`config.mk`:
```
export PLATFORM = sky130hd
export DESIGN_NAME = imu_frame_parser_yaw_filter
export DESIGN_NICKNAME = d
export VERILOG_FILES = /design/src/hdl/imufp_pkg.sv /design/src/hdl/imufp_window.sv /design/src/hdl/imufp_calc.sv /design/src/hdl/imu_frame_parser_yaw_filter.sv
export SDC_FILE = /design/constraint.sdc
export NUM_CORES = 1
export LEC_CHECK = 0
export BUFFER_PORTS_ARGS = -buffer_cell sky130_fd_sc_hd__clkbuf_2
export CAP_MARGIN = 20
export CORE_UTILIZATION = 58
export DETAILED_ROUTE_END_ITERATION = 10
export GPL_ROUTABILITY_DRIVEN = 0
export GPL_TIMING_DRIVEN = 1
export PLACE_DENSITY_LB_ADDON = 0.08
export RECOVER_POWER = 100
export SLEW_MARGIN = 20
export SYNTH_ARGS = -nofsm -noshare
export SYNTH_HDL_FRONTEND = slang
export SYNTH_HIERARCHICAL = 1
export SYNTH_SLANG_ARGS = --single-unit
```
`constraint.sdc`:
```
create_clock -name clk -period 9 [get_ports clk]
set_input_delay 1.35 -clock clk [delete_from_list [all_inputs] [get_ports clk]]
set_output_delay 1.35 -clock clk [all_outputs]
set_load 0.02 [all_outputs]
```
`src/hdl/imufp_pkg.sv`:
```
// ----------------------------------------------------------------------------
// imufp_pkg
// shared types and constants of the imu frame parser with yaw filter
// ----------------------------------------------------------------------------
package imufp_pkg;

  localparam int FRAME_BYTES = 11;
  // bytes held in the window; the last frame byte is checked on arrival
  localparam int WIN_DEPTH   = FRAME_BYTES - 1;
  localparam int CNT_W       = $clog2(FRAME_BYTES);

  localparam logic [7:0] HEAD_BYTE  = 8'h55;
  localparam logic [7:0] KIND_ANGLE = 8'h53;
  localparam logic [7:0] KIND_RATE  = 8'h52;

  localparam logic [8:0] WEIGHT_ONE   = 9'd256;
  localparam logic [8:0] WEIGHT_RESET = 9'd230;

  // frame_kind codes on the result side
  localparam logic KIND_CODE_ANGLE = 1'b0;
  localparam logic KIND_CODE_RATE  = 1'b1;

  // register indexes of the configuration port
  localparam logic REG_WEIGHT = 1'b0;

  typedef struct packed {
    logic               hit;
    logic               kind;
    logic signed [15:0] raw_z;
  } frame_t;

endpackage

```
`src/hdl/imufp_window.sv`:
```
// ----------------------------------------------------------------------------
// imufp_window
// byte window, header and checksum test, z field extraction
// ----------------------------------------------------------------------------
module imufp_window (
  input  logic                  clk,
  input  logic                  rst_n,
  input  logic                  push,
  input  logic [7:0]            rx_byte,
  output imufp_pkg::frame_t     frame
);

  logic [7:0]                  win_r [imufp_pkg::WIN_DEPTH];
  logic [imufp_pkg::CNT_W-1:0] cnt_r;
  logic [imufp_pkg::CNT_W-1:0] cnt_nxt;
  logic                        full;
  logic [7:0]                  sum;
  logic                        kind_ok;
  logic                        pass;

  assign full = (cnt_r == imufp_pkg::CNT_W'(imufp_pkg::WIN_DEPTH));

  // 8-bit checksum over the held bytes
  assign sum = ((win_r[0] + win_r[1]) + (win_r[2] + win_r[3]) + win_r[4])
             + ((win_r[5] + win_r[6]) + (win_r[7] + win_r[8]) + win_r[9]);

  assign kind_ok = (win_r[1] == imufp_pkg::KIND_ANGLE) ||
                   (win_r[1] == imufp_pkg::KIND_RATE);
  assign pass    = full && (win_r[0] == imufp_pkg::HEAD_BYTE) && kind_ok &&
                   (sum == rx_byte);

  assign frame.hit   = push && pass;
  assign frame.kind  = (win_r[1] == imufp_pkg::KIND_RATE) ? imufp_pkg::KIND_CODE_RATE
                                                          : imufp_pkg::KIND_CODE_ANGLE;
  assign frame.raw_z = $signed({win_r[7], win_r[6]});

  always_comb begin
    cnt_nxt = cnt_r;
    if (push) begin
      if (!full) begin
        cnt_nxt = cnt_r + 1'b1;
      end else if (pass) begin
        cnt_nxt = '0;
      end else begin
        cnt_nxt = imufp_pkg::CNT_W'(imufp_pkg::WIN_DEPTH);
      end
    end
  end

  always_ff @(posedge clk) begin
    if (!rst_n) begin
      cnt_r <= '0;
    end else begin
      cnt_r <= cnt_nxt;
    end
  end

  // window bytes need no reset, only written entries are ever used
  always_ff @(posedge clk) begin
    if (push) begin
      if (!full) begin
        win_r[cnt_r] <= rx_byte;
      end else if (!pass) begin
        // drop the oldest byte, new byte becomes the last held one
        for (int i = 0; i < imufp_pkg::WIN_DEPTH - 1; i++) begin
          win_r[i] <= win_r[i+1];
        end
        win_r[imufp_pkg::WIN_DEPTH-1] <= rx_byte;
      end
    end
  end

  a_cnt_range: assert property (@(posedge clk) disable iff (!rst_n)
    cnt_r <= imufp_pkg::CNT_W'(imufp_pkg::WIN_DEPTH))
    else $error("window count out of range");

  a_hit_clears: assert property (@(posedge clk) disable iff (!rst_n)
    frame.hit |=> cnt_r == '0)
    else $error("accepted frame did not empty the window");

  a_fail_keeps: assert property (@(posedge clk) disable iff (!rst_n)
    push && full && !pass |=> cnt_r == imufp_pkg::CNT_W'(imufp_pkg::WIN_DEPTH))
    else $error("failed frame did not keep ten bytes");

  a_hit_needs_full: assert property (@(posedge clk) disable iff (!rst_n)
    frame.hit |-> full)
    else $error("frame hit without full window");

endmodule

```
`src/hdl/imufp_calc.sv`:
```
// ----------------------------------------------------------------------------
// imufp_calc
// yaw iir filter, blink toggle and rate scaling
// ----------------------------------------------------------------------------
module imufp_calc (
  input  logic               clk,
  input  logic               rst_n,
  input  imufp_pkg::frame_t  frame,
  input  logic [8:0]         weight,
  output logic signed [23:0] yaw_out,
  output logic signed [15:0] rate_out,
  output logic               blink_out
);

  logic signed [23:0] yaw_r;
  logic               blink_r;
  logic               upd;
  logic [8:0]         w_eff;
  logic [8:0]         w_inv;
  logic signed [25:0] prod_new;
  logic signed [34:0] prod_old;
  logic signed [34:0] acc;
  logic signed [23:0] yaw_nxt;
  logic signed [22:0] r125;

  assign upd = frame.hit && (frame.kind == imufp_pkg::KIND_CODE_ANGLE);

  // weights above one count as one
  assign w_eff = weight[8] ? imufp_pkg::WEIGHT_ONE : weight;
  assign w_inv = imufp_pkg::WEIGHT_ONE - w_eff;

  assign prod_new = $signed({1'b0, w_eff}) * frame.raw_z;
  assign prod_old = $signed({1'b0, w_inv}) * yaw_r;
  assign acc      = $signed({prod_new, 8'h00}) + prod_old;
  // floor shift by 8 is a plain bit slice
  assign yaw_nxt  = acc[31:8];

  // raw*125 = raw*128 - raw*4 + raw, then floor divide by 128
  assign r125 = $signed({frame.raw_z, 7'b0}) - $signed({frame.raw_z, 2'b0}) + frame.raw_z;

  assign yaw_out   = upd ? yaw_nxt : yaw_r;
  assign blink_out = upd ? ~blink_r : blink_r;
  assign rate_out  = (frame.kind == imufp_pkg::KIND_CODE_RATE) ? r125[22:7] : 16'sd0;

  always_ff @(posedge clk) begin
    if (!rst_n) begin
      yaw_r   <= '0;
      blink_r <= 1'b0;
    end else if (upd) begin
      yaw_r   <= yaw_nxt;
      blink_r <= ~blink_r;
    end
  end

endmodule

```
`src/hdl/imu_frame_parser_yaw_filter.sv`:
```
// ----------------------------------------------------------------------------
// imu_frame_parser_yaw_filter
// parses 11-byte sum-checked imu frames and filters the yaw angle
// ----------------------------------------------------------------------------
// in channel: one received byte per item on in_tdata
// out channel: one item per accepted frame; frame kind on out_tuser
//   (0 angle, 1 rate), z value, filtered yaw, rate and blink on out_tdata
// cfg port: apb-style, register 0 at address 0 is the new sample weight
//   in 1/256 units (reset 230), values above 256 act as 256
// a byte is taken every cycle; the window test, checksum and filter step
//   all run in the cycle the byte is accepted, so the result item is on
//   out_tvalid in the cycle after the eleventh byte of a good frame
// a bad frame drops only its oldest byte, so the parser resyncs byte by byte
// reset empties the window, clears yaw and blink, and loads the weight
// when the receiver stalls, the result stays in the output register and
//   in_tready drops until it is taken; a result taken in the same cycle
//   lets a new byte in without a bubble
// ----------------------------------------------------------------------------
module imu_frame_parser_yaw_filter (
  input  logic        clk,
  input  logic        rst_n,
  // input channel
  input  logic        in_tvalid,
  output logic        in_tready,
  input  logic [7:0]  in_tdata,    // [7:0] rx_byte
  // result channel
  output logic        out_tvalid,
  input  logic        out_tready,
  output logic [63:0] out_tdata,   // [15:0] raw_z, [39:16] yaw_filtered,
                                   // [55:40] rate_sixteenths, [56] blink
  output logic        out_tuser,   // [0] frame_kind
  // configuration port
  input  logic        cfg_psel,
  input  logic        cfg_penable,
  input  logic        cfg_pwrite,
  input  logic [2:0]  cfg_paddr,
  input  logic [31:0] cfg_pwdata,
  output logic [31:0] cfg_prdata,
  output logic        cfg_pready
);

  imufp_pkg::frame_t  frame;
  logic               push;
  logic [8:0]         weight_r;
  logic signed [23:0] yaw_val;
  logic signed [15:0] rate_val;
  logic               blink_val;
  logic               cfg_wr;

  logic               out_vld_r;
  logic               kind_r;
  logic signed [15:0] raw_r;
  logic signed [23:0] yaw_r;
  logic signed [15:0] rate_r;
  logic               blink_r;

  // accept while the output slot is empty or being emptied
  assign in_tready = !out_vld_r || out_tready;
  assign push      = in_tvalid && in_tready;

  imufp_window u_window (
    .clk     (clk),
    .rst_n   (rst_n),
    .push    (push),
    .rx_byte (in_tdata),
    .frame   (frame)
  );

  imufp_calc u_calc (
    .clk       (clk),
    .rst_n     (rst_n),
    .frame     (frame),
    .weight    (weight_r),
    .yaw_out   (yaw_val),
    .rate_out  (rate_val),
    .blink_out (blink_val)
  );

  // configuration register
  assign cfg_pready = 1'b1;
  assign cfg_wr     = cfg_psel && cfg_penable && cfg_pwrite && cfg_pready;

  always_ff @(posedge clk) begin
    if (!rst_n) begin
      weight_r <= imufp_pkg::WEIGHT_RESET;
    end else if (cfg_wr && (cfg_paddr[2] == imufp_pkg::REG_WEIGHT)) begin
      weight_r <= cfg_pwdata[8:0];
    end
  end

  assign cfg_prdata = (cfg_paddr[2] == imufp_pkg::REG_WEIGHT) ? {23'b0, weight_r} : 32'b0;

  // result register
  always_ff @(posedge clk) begin
    if (!rst_n) begin
      out_vld_r <= 1'b0;
    end else if (push) begin
      out_vld_r <= frame.hit;
    end else if (out_tready) begin
      out_vld_r <= 1'b0;
    end
  end

  // payload needs no reset
  always_ff @(posedge clk) begin
    if (frame.hit) begin
      kind_r  <= frame.kind;
      raw_r   <= frame.raw_z;
      yaw_r   <= yaw_val;
      rate_r  <= rate_val;
      blink_r <= blink_val;
    end
  end

  assign out_tvalid = out_vld_r;
  assign out_tuser  = kind_r;
  assign out_tdata  = {7'b0, blink_r, rate_r, yaw_r, raw_r};

  a_stall_hold: assert property (@(posedge clk) disable iff (!rst_n)
    out_vld_r && !out_tready |=> out_vld_r && $stable(out_tdata))
    else $error("result lost under stall");

  a_no_push_on_stall: assert property (@(posedge clk) disable iff (!rst_n)
    out_vld_r && !out_tready |-> !push)
    else $error("byte accepted while result blocked");

  a_rate_zero_angle: assert property (@(posedge clk) disable iff (!rst_n)
    out_vld_r && (kind_r == imufp_pkg::KIND_CODE_ANGLE) |-> rate_r == 16'sd0)
    else $error("rate field set on angle frame");

endmodule

```
---- Word level (Yosys, flattened, before mapping) ----
Memory sizes are Yosys's and may differ from the RTL's.
Index checks and enable logic that the tools add are counted.
word-level totals
  ROM bits ................................ 0
  output and inout port bits .............. 100
  input port bits ......................... 50
  latch bits .............................. 0
  logic and storage cells ................. 68
  memories kept ........................... 1
  register bits ........................... 97
  RAM bits ................................ 80
memory list
  memory          words  width  read ports  clocked after Yosys merged registers in  write ports  RTL line            source
  u_window.win_r  10     8      10          0                                        10           imufp_window.sv:13  logic [7:0] win_r [imufp_pkg::WIN_DEPTH];
cells by class
  $add $sub $neg .......................... 14
  multiply operators ...................... 2
  shifts and indexed selects .............. 0
  equality and inequality tests ........... 5
  divide/modulo/power cells ............... 0
  bitwise logic cells ..................... 3
  mux-type cells .......................... 19
  $lt $le $gt $ge ......................... 0
  reductions and logical operators ........ 14
operators by type and width
  operator             count
  $add 8x8->8          9
  $add 32x32->32       1
  $mul 10x24->32       1
  $eq 8x7->1 const B   3
  $mul 10x16->24       1
  $mux 24              1
  $add 23x16->23       1
  $sub 23x18->23       1
  $mux 9               2
  $mux 1               12
  $mux 4               3
  $logic_and 1x1->1    9
  $sub 9x9->9 const A  1
  $eq 8x8->1           1
  $mux 8               1
  $reduce_or 8->1      1
  $add 4x1->4 const B  1
  $eq 4x4->1 const B   1
  $not 1->1            3
  $logic_or 1x1->1     2
  $reduce_bool 2->1    1
  $logic_not 1->1      1

---- Depth between registers and ports, before layout ----
Gate-level depths: netlist (run 1).
An unclocked memory read counts as a cell.
  depth in word-level cells ............... 13
  gate-level depth with buffers ........... 40
  gate-level depth less buffers ........... 37

---- Modules after synthesis ----
The synthesis (run 1) kept the hierarchy.
by module, submodules not included
  module                       cells each  sequential area each (um2)  area each (um2)  times used
  imufp_calc                   1767        500.5                       15361.0          1
  imufp_window                 384         2482.4                      5402.7           1
  imu_frame_parser_yaw_filter  146         1941.9                      2506.2           1

---- Least setup slack after synthesis (run 1) ----
No wires, ideal clock.
  path kind ............................... flip-flop to flip-flop
  start ................................... register weight_r[8]
  end ..................................... register u_calc.yaw_r[23]
  arrival time ............................ 9048 ps
  buffers on the path ..................... 4
  data required time ...................... 8924 ps
  slack ................................... -124 ps
  cell stages (with the launch flop) ...... 37
  setup time .............................. 76 ps
  clock period less this slack ............ 9124 ps
  cell sequence ........................... dfxtp_1 buf_2 nor2b_1 clkbuf_1 buf_1 nand2_1 fa_1 inv_1 fa_1 fa_1 fa_1 inv_1 fa_1 inv_1 ha_1 and2_1 a2111o_1 a2111oi_0 nor3_1 a21o_1 a21oi_1 xnor2_1 fa_1 inv_1 fa_1 fa_1 inv_1 ha_1 clkbuf_1 a21o_1 a21oi_1 o21ai_0 a21o_1 a221oi_2 xnor2_1 or3_1 a31oi_1
between the ends
  cells in the longest elaborated chain, start to end .. 5
  elaborated cells between the ends (all ways) .. 6
  those cells by class .................... add/sub: 2; mul: 2; mux: 2
ends and longest elaborated chain
  what                      RTL line                           source
  start: declaration        imu_frame_parser_yaw_filter.sv:44  logic [8:0] weight_r;
  start signal: assignment  imu_frame_parser_yaw_filter.sv:85  weight_r <= imufp_pkg::WEIGHT_RESET;
  start signal: assignment  imu_frame_parser_yaw_filter.sv:87  weight_r <= cfg_pwdata[8:0];
  $mux 9 *                  imufp_calc.sv:29                   assign w_eff = weight[8] ? imufp_pkg::WEIGHT_ONE : weight;
  $sub 9x9->9               imufp_calc.sv:30                   assign w_inv = imufp_pkg::WEIGHT_ONE - w_eff;
  $mul 10x24->32            imufp_calc.sv:33                   assign prod_old = $signed({1'b0, w_inv}) * yaw_r;
  $add 32x32->32 *          imufp_calc.sv:34                   assign acc = $signed({prod_new, 8'h00}) + prod_old;
  $mux 24 *                 --
  end signal: assignment    imufp_calc.sv:50                   yaw_r <= yaw_nxt;
  end: declaration          imufp_calc.sv:15                   logic signed [23:0] yaw_r;
Every way passes the cells marked *; elsewhere a longest branch is shown, timed or not.
A chain may end at the register's enable or synchronous reset.

==> results.yml, run 1 <==
yosys:
  netlist_instances: 2297
  synth-seq-area-share_pct: 21.2
  synth_top_family_by_area: "adder cells"
  ys_ff_latch: 177
  synthXorXnorAreaFrac_pct: 4.01
  yosys.area_share.adder_pct: 40.7
  syn_area_per_cell_um2: 10.1
  yosys_warnings: 6
  synth_top_area_cell: "fa_1"
  synth_compound_area_share_pct: 5.47
  synth-edff-count: 138
  ys_top_cells_by_area: "fa_1, edfxtp_1, ha_1"
  synthFlopType: "edfxtp_1"
  ys_types: 80
  synthArstFlopShare_pct: 0
  synth.mux.area_fraction_pct: 4.15
  yosys.area.top_type_share_pct: 31.7
  synthSimpleGateAreaFrac_pct: 14.4
  syn_area_mm2: 0.0233
pwr:
  ir_drop_v: 0.000168
  p_leak_nw: 11.8
  p_int_mw: 2.04
  clkPwrFrac_pct: 22.0
  switchingPower_mw: 1.34
  p_sw_share_pct: 39.7
  seqPwrFrac_pct: 26.2
  pwr-share-comb_pct: 51.8
  p_per_area_mw_per_mm2: 131
routing:
  detail_route.iter0.violations: 878
  avgViaCountPerCell: 5.34
  drc: 0
  first_pass_iters: 5
  wl_um: 54300
  wl_per_cell_um: 18.1
  ant_nets: 0
  vias: 16100
die:
  io_pins: 150
  start_util_pct: 58.7
  rows: 73
  chipWidth_um: 202
  die_h_um: 202
  core_mm2: 0.0396
  dieArea_mm2: 0.0409
sta:
  period_minus_slack_ns: 8.77
  slew-limit-headroom_pct: -19.6
  finClkSkew_ns: 0.0148
  rsz0062_at_grt: "yes"
  worstMarginPinSlew_ns: 1.79
  fmax_mhz: 114
  hold_viol_final: 0
  setup_violations: 0
  slew_viol_final: 36
  period_share_pct: 97.5
  fin_tns_setup_ns: 0
  setup_slack_ns: 0.226
min_path:
  hp-class: "reg2reg"
  hold_depth: 2
worst_setup_path:
  worstPathRequired_ns: 9.32
  cp-endpoint: "yaw_r[23]"
  critPathMaxFanout: 5
  cp.arrival_ns: 9.09
  rrSetupSlack_ns: 0.23
  cp_common_cell: "fa_1"
  endpoint_kind: "flip-flop"
  max_stage_delay_ns: 0.55
  crit_start: "weight_r[8]"
  timing.rr.end: "yaw_r[23]"
  crit_slowest_cell: "fa_1"
  worstReg2RegStart: "weight_r[8]"
  rr_worst_depth: 41
  critical_path_class: "reg2reg"
  cp-start-kind: "flip-flop"
clock_tree:
  ctsHoldBuffers: 0
  cts_num_sinks: 177
  clockBufferDepth: 2
  cts_made_buffers: 17
  insertion_delay_ns: 0.47
  clockRootBuffer: "clkbuf_16"
  htree_num_levels: 4
  cts.clk_slew.worst_paths_ns: 0.08
  cts_tree: "yes"
placed_design:
  place_hpwl_um: 43100
  post-place-ws_ns: -0.208
  portBuffers: 93
layout:
  most-common-layout-cells: "inv_1, fa_1, nand2_1, and2_1, ha_1"
  seq_area_mm2: 0.00493
  area_growth_pct: 11.3
  utilization_pct: 65.4
  n_fill_cell: 3223
  multi_input_area_mm2: 0.0165
  final_layout_size_suffix_gt1_share_pct: 12.6
  final_common_cell: "inv_1"
  nets: 3057
run:
  drv_cap: 2
outcome:
  status: "finished with violations"
  violations: "capacitance limit, slew limit"
global_routing:
  grt_pass1_vias: 17300
  gr-total-overflow: 0
  gr-usage-all-layers_pct: 28.0
  grt_pass1_wl_um: 89000
  grt_max_degree: 46
  antenna_found_initial: 0
-- registers in the layout, indices dropped and copies added (netlist names) --
signal          count
blink_r             1
out_tuser           1
out_tvalid          1
rate_r             16
raw_r              16
u_calc/blink_r      1
u_calc/yaw_r       24
u_window/cnt_r      4
u_window/win_r     80
weight_r            9
yaw_r              24
-- cell usage after synthesis (12+ instances only) --
library cell,instances
mux2_2,28
xnor2_1,73
nor2_1,75
a21oi_1,54
fa_1,368
nor3_1,15
nand2_1,203
buf_1,18
nand3_1,13
o21ai_0,32
mux2i_1,12
a21o_1,24
clkbuf_1,53
edfxtp_1,138
xor2_1,31
buf_4,38
nor2b_1,52
inv_1,434
mux2_1,47
dfxtp_1,39
nand2b_1,14
and2_1,186
ha_1,168
-- cells by family after synthesis --
family / Yosys count
AOI/OAI and AO/OA: 188
DFF: 177
xor gates and xnor gates: 105
muxes: 87
and+or+nand+nor: 639
adders and majority gates: 536
other: 2
buffers and inverters: 563
-- metrics by stage --
| stage | hold WS, ns | instances | area (um2) | power, mW |
|---|---|---|---|---|
| detailed placement | 0.504 | 2963 | 25000 | 2.52 |
| CTS | 0.518 | 2994 | 25600 | 3.29 |
| global placement | 0.502 | 2963 | 24900 | 2.47 |
| finish | 0.508 | 3009 | 25900 | 3.39 |
| floorplan | 0.452 | 2326 | 23400 | 2.05 |
| global route | 0.551 | 3008 | 25900 | 3.65 |
-- critical path: cells and delay by family (launching register included) --
family                   cells  cell delay, ns
XOR/XNOR                     2            0.29
adder cells (fa/ha/maj)     10            4.55
flip-flops                   1            0.37
AND/OR/NAND/NOR             11            1.41
buffers and inverters       12            1.06
AO/OA/AOI/OAI                6            0.90
-- area by class of cell --
type | count | share of cell area (%)
Tap cell | 525 | 2.54
Inverter | 436 | 6.33
Antenna cell | 1 | 0.00966
Clock inverter | 14 | 0.623
Timing Repair Buffer | 253 | 5.97
Sequential cell | 177 | 19.0
Multi-Input combinational cell | 1586 | 63.9
Clock buffer | 17 | 1.64
-- repair_timing --
| action | CTS | global route |
|---|---|---|
| buffers inserted | 0 | 16 |
| pin swaps | 0 | 49 |
| endpoints found under the setup margin | 2 | 14 |
| resized for setup | 11 | 87 |
-- layer usage --
metal / GRT usage [%] / part of all wire, % / vias to the layer above / wire, um
met5: 0 / 0 / - / 0
met4: 8.83 / 2.5 / 0 / 1370
met3: 3.35 / 3.5 / 66 / 1890
met2: 48.7 / 50 / 357 / 27300
met1: 36.5 / 44 / 8145 / 23800
li1: - / - / 7486 / -
-- how the worst min path moves through the flow --
| stage | startpoint | slack, ns | endpoint |
|---|---|---|---|
| floorplan | weight_r[3] | 0.45 | weight_r[3] |
| global placement | weight_r[0] | 0.50 | weight_r[0] |
| detailed placement | weight_r[0] | 0.50 | weight_r[0] |
| CTS | weight_r[0] | 0.52 | weight_r[0] |
| global route | weight_r[0] | 0.55 | weight_r[0] |
| finish | weight_r[0] | 0.51 | weight_r[0] |
-- power groups by stage --
stage	clock network [mW]	registers, mW	logic (mW)
floorplan	0	0.904	1.14
global route	0.795	0.889	1.97
global placement	0	0.907	1.56
finish	0.745	0.889	1.75
detailed placement	0	0.907	1.61
CTS	0.767	0.888	1.64
(Power assumes the default switching activity.)
==> run 2: changes to the inputs <==
--- a/config.mk
+++ b/config.mk
@@ -6,8 +6,9 @@
 export NUM_CORES = 1
 export LEC_CHECK = 0
 export BUFFER_PORTS_ARGS = -buffer_cell sky130_fd_sc_hd__clkbuf_2
-export CAP_MARGIN = 20
+export CAP_MARGIN = 40
 export CORE_UTILIZATION = 58
+export CTS_BUF_LIST = sky130_fd_sc_hd__clkbuf_2
 export DETAILED_ROUTE_END_ITERATION = 10
 export GPL_ROUTABILITY_DRIVEN = 0
 export GPL_TIMING_DRIVEN = 1
==> run 2 against run 1 <==
  * The flow now finishes without violations
  * Combinational power about the same
  * Design area decreased by 0.91%
  * Highest routed layer unchanged
  * Count of clock-buffer cells in the layout unchanged
  * Non-clock buffer count up 6
  * Worst setup slack worse by 0.16 ns
  * Critical path type unchanged
  * Sequential cell count unchanged
  * Sequential share of layout area is 0.17 points higher
  * Largest power group unchanged
  * Final cell count rose by 0.27%
  * Utilization shrank 0.59 points
  * Power decreased by 8.0%
  * Via count increased by 0.17%
==> results.yml, run 2 (synthesis results as in run 1) <==
outcome:
  status: "finished, final reports clean"
worst_setup_path:
  crit_slowest_cell: "fa_1"
  critPathMaxFanout: 5
  cp_common_cell: "fa_1"
  cp-start-kind: "flip-flop"
  cp.arrival_ns: 9.77
  crit_start: "weight_r[8]"
  max_stage_delay_ns: 0.54
  endpoint_kind: "flip-flop"
  worstReg2RegStart: "weight_r[8]"
  critical_path_class: "reg2reg"
  worstPathRequired_ns: 9.83
clock_tree:
  cts_made_buffers: 17
  cts.clk_slew.worst_paths_ns: 0.36
  htree_num_levels: 4
  clockRootBuffer: "clkbuf_2"
  insertion_delay_ns: 1.00
  cts_tree: "yes"
  clockBufferDepth: 2
  cts_num_sinks: 177
  ctsHoldBuffers: 0
sta:
  period_minus_slack_ns: 8.94
  period_share_pct: 99.3
  rsz0062_at_grt: "yes"
  finClkSkew_ns: 0.0791
  hold_viol_final: 0
  fmax_mhz: 112
  worstMarginPinSlew_ns: 1.42
  slew_viol_final: 0
  setup_slack_ns: 0.0642
  setup_violations: 0
  slew-limit-headroom_pct: 5.01
pwr:
  p_sw_share_pct: 42.9
  p_leak_nw: 11.7
  p_per_area_mw_per_mm2: 121
  p_int_mw: 1.78
  switchingPower_mw: 1.34
  ir_drop_v: 0.000106
  clkPwrFrac_pct: 14.7
  pwr-share-comb_pct: 56.7
  seqPwrFrac_pct: 28.6
die:
  start_util_pct: 58.7
  core_mm2: 0.0396
  die_h_um: 202
  chipWidth_um: 202
  rows: 73
  io_pins: 150
  dieArea_mm2: 0.0409
min_path:
  hold_path.startpoint: "cfg_pwdata[0]"
  hp-class: "in2reg"
global_routing:
  gr-usage-all-layers_pct: 28.2
  grt_pass1_wl_um: 89300
  antenna_found_initial: 1
  gr-total-overflow: 0
  grt_pass1_vias: 17400
  grt_max_degree: 46
layout:
  multi_input_area_mm2: 0.0165
  top_regs: "u_window/win_r x80, u_calc/yaw_r x24, yaw_r x24"
  stdcell_count: 3017
  final_layout_size_suffix_gt1_share_pct: 13.3
  area_growth_pct: 10.3
  most-common-layout-cells: "inv_1, fa_1, nand2_1, and2_1, ha_1"
  final_common_cell: "inv_1"
  utilization_pct: 64.8
  top_register: "u_window/win_r"
  n_fill_cell: 3290
  largest_register_ffs: 80
  seq_area_mm2: 0.00493
  nets: 3063
placed_design:
  post-place-ws_ns: -0.229
  place_hpwl_um: 43200
  placedCellCount: 2966
  portBuffers: 93
routing:
  drc: 0
  first_pass_iters: 5
  vias: 16100
  wl_per_cell_um: 18.0
  detail_route.iter0.violations: 883
  avgViaCountPerCell: 5.33
  ant_nets: 0
  wl_um: 54200
run:
  drv_cap: 0
==> run 2: changes by cell type in the layout (fill, tap and decap cells not counted), sizes merged <==
cell      delta
buf         +16
clkbuf      -10
clkinv       +1
clkinvlp     -1
diode        +1
inv          +1
==> run 2: critical path: cells and delay by family, from the launching register on <==
family,cells,cell delay (ns)
simple gates,8,1.16
flops,1,0.42
fa+ha+maj,10,4.47
xor+xnor,2,0.24
buf+inv,13,1.21
compound gates,7,1.27
==> run 2: layout make-up <==
| cell class | instances | area share [%] |
|---|---|---|
| multi-input combinational | 1586 | 64.4 |
| timing repair buffer | 259 | 6.37 |
| inverter | 436 | 6.38 |
| tap | 525 | 2.56 |
| antenna | 2 | 0.0195 |
| clock buffer | 17 | 0.331 |
| clock inverter | 15 | 0.726 |
| sequential | 177 | 19.2 |
==> run 2: power by group through the flow <==
stage	Sequential (mW)	Combinational, mW	Clock, mW
global placement	0.907	1.56	0
detailed placement	0.907	1.61	0
CTS	0.890	1.66	0.479
finish	0.890	1.77	0.459
floorplan	0.904	1.14	0
global route	0.891	1.99	0.501
==> run 2: stage by stage <==
stage	area, um2	hold slack (ns)	power, mW	TNS (ns)
2_1_floorplan	23400	0.452	2.05	0
3_3_place_gp	24900	0.502	2.47	-0.0795
3_5_place_dp	25000	0.500	2.52	-0.388
4_1_cts	25400	0.423	3.02	0
5_1_grt	25700	0.480	3.38	-0.529
6_report	25700	0.520	3.12	0
==> run 2: per-layer routing <==
metal | vias to the layer above | routed length (um) | part of all wire [%] | global-route usage [%]
met3 | 73 | 2510 | 4.6 | 4.05
met4 | 0 | 1640 | 3.0 | 10.1
met5 | - | 0 | 0 | 0
li1 | 7496 | - | - | -
met2 | 392 | 26900 | 50 | 48.4
met1 | 8121 | 23100 | 43 | 36.3
==> run 2: final timing paths <==
path,end,slack (ns),depth (start not counted)
max,yaw_r[23],0.06,40
min,weight_r[0],0.52,3
max reg2reg,yaw_r[23],0.06,40
min reg2reg,weight_r[0],0.52,2
==> run 2: what timing repair did <==
| action | CTS | global route |
|---|---|---|
| resized for setup | 22 | 71 |
| setup endpoints to repair | 2 | 13 |
| buffers inserted | 7 | 10 |
| pin swaps | 15 | 44 |
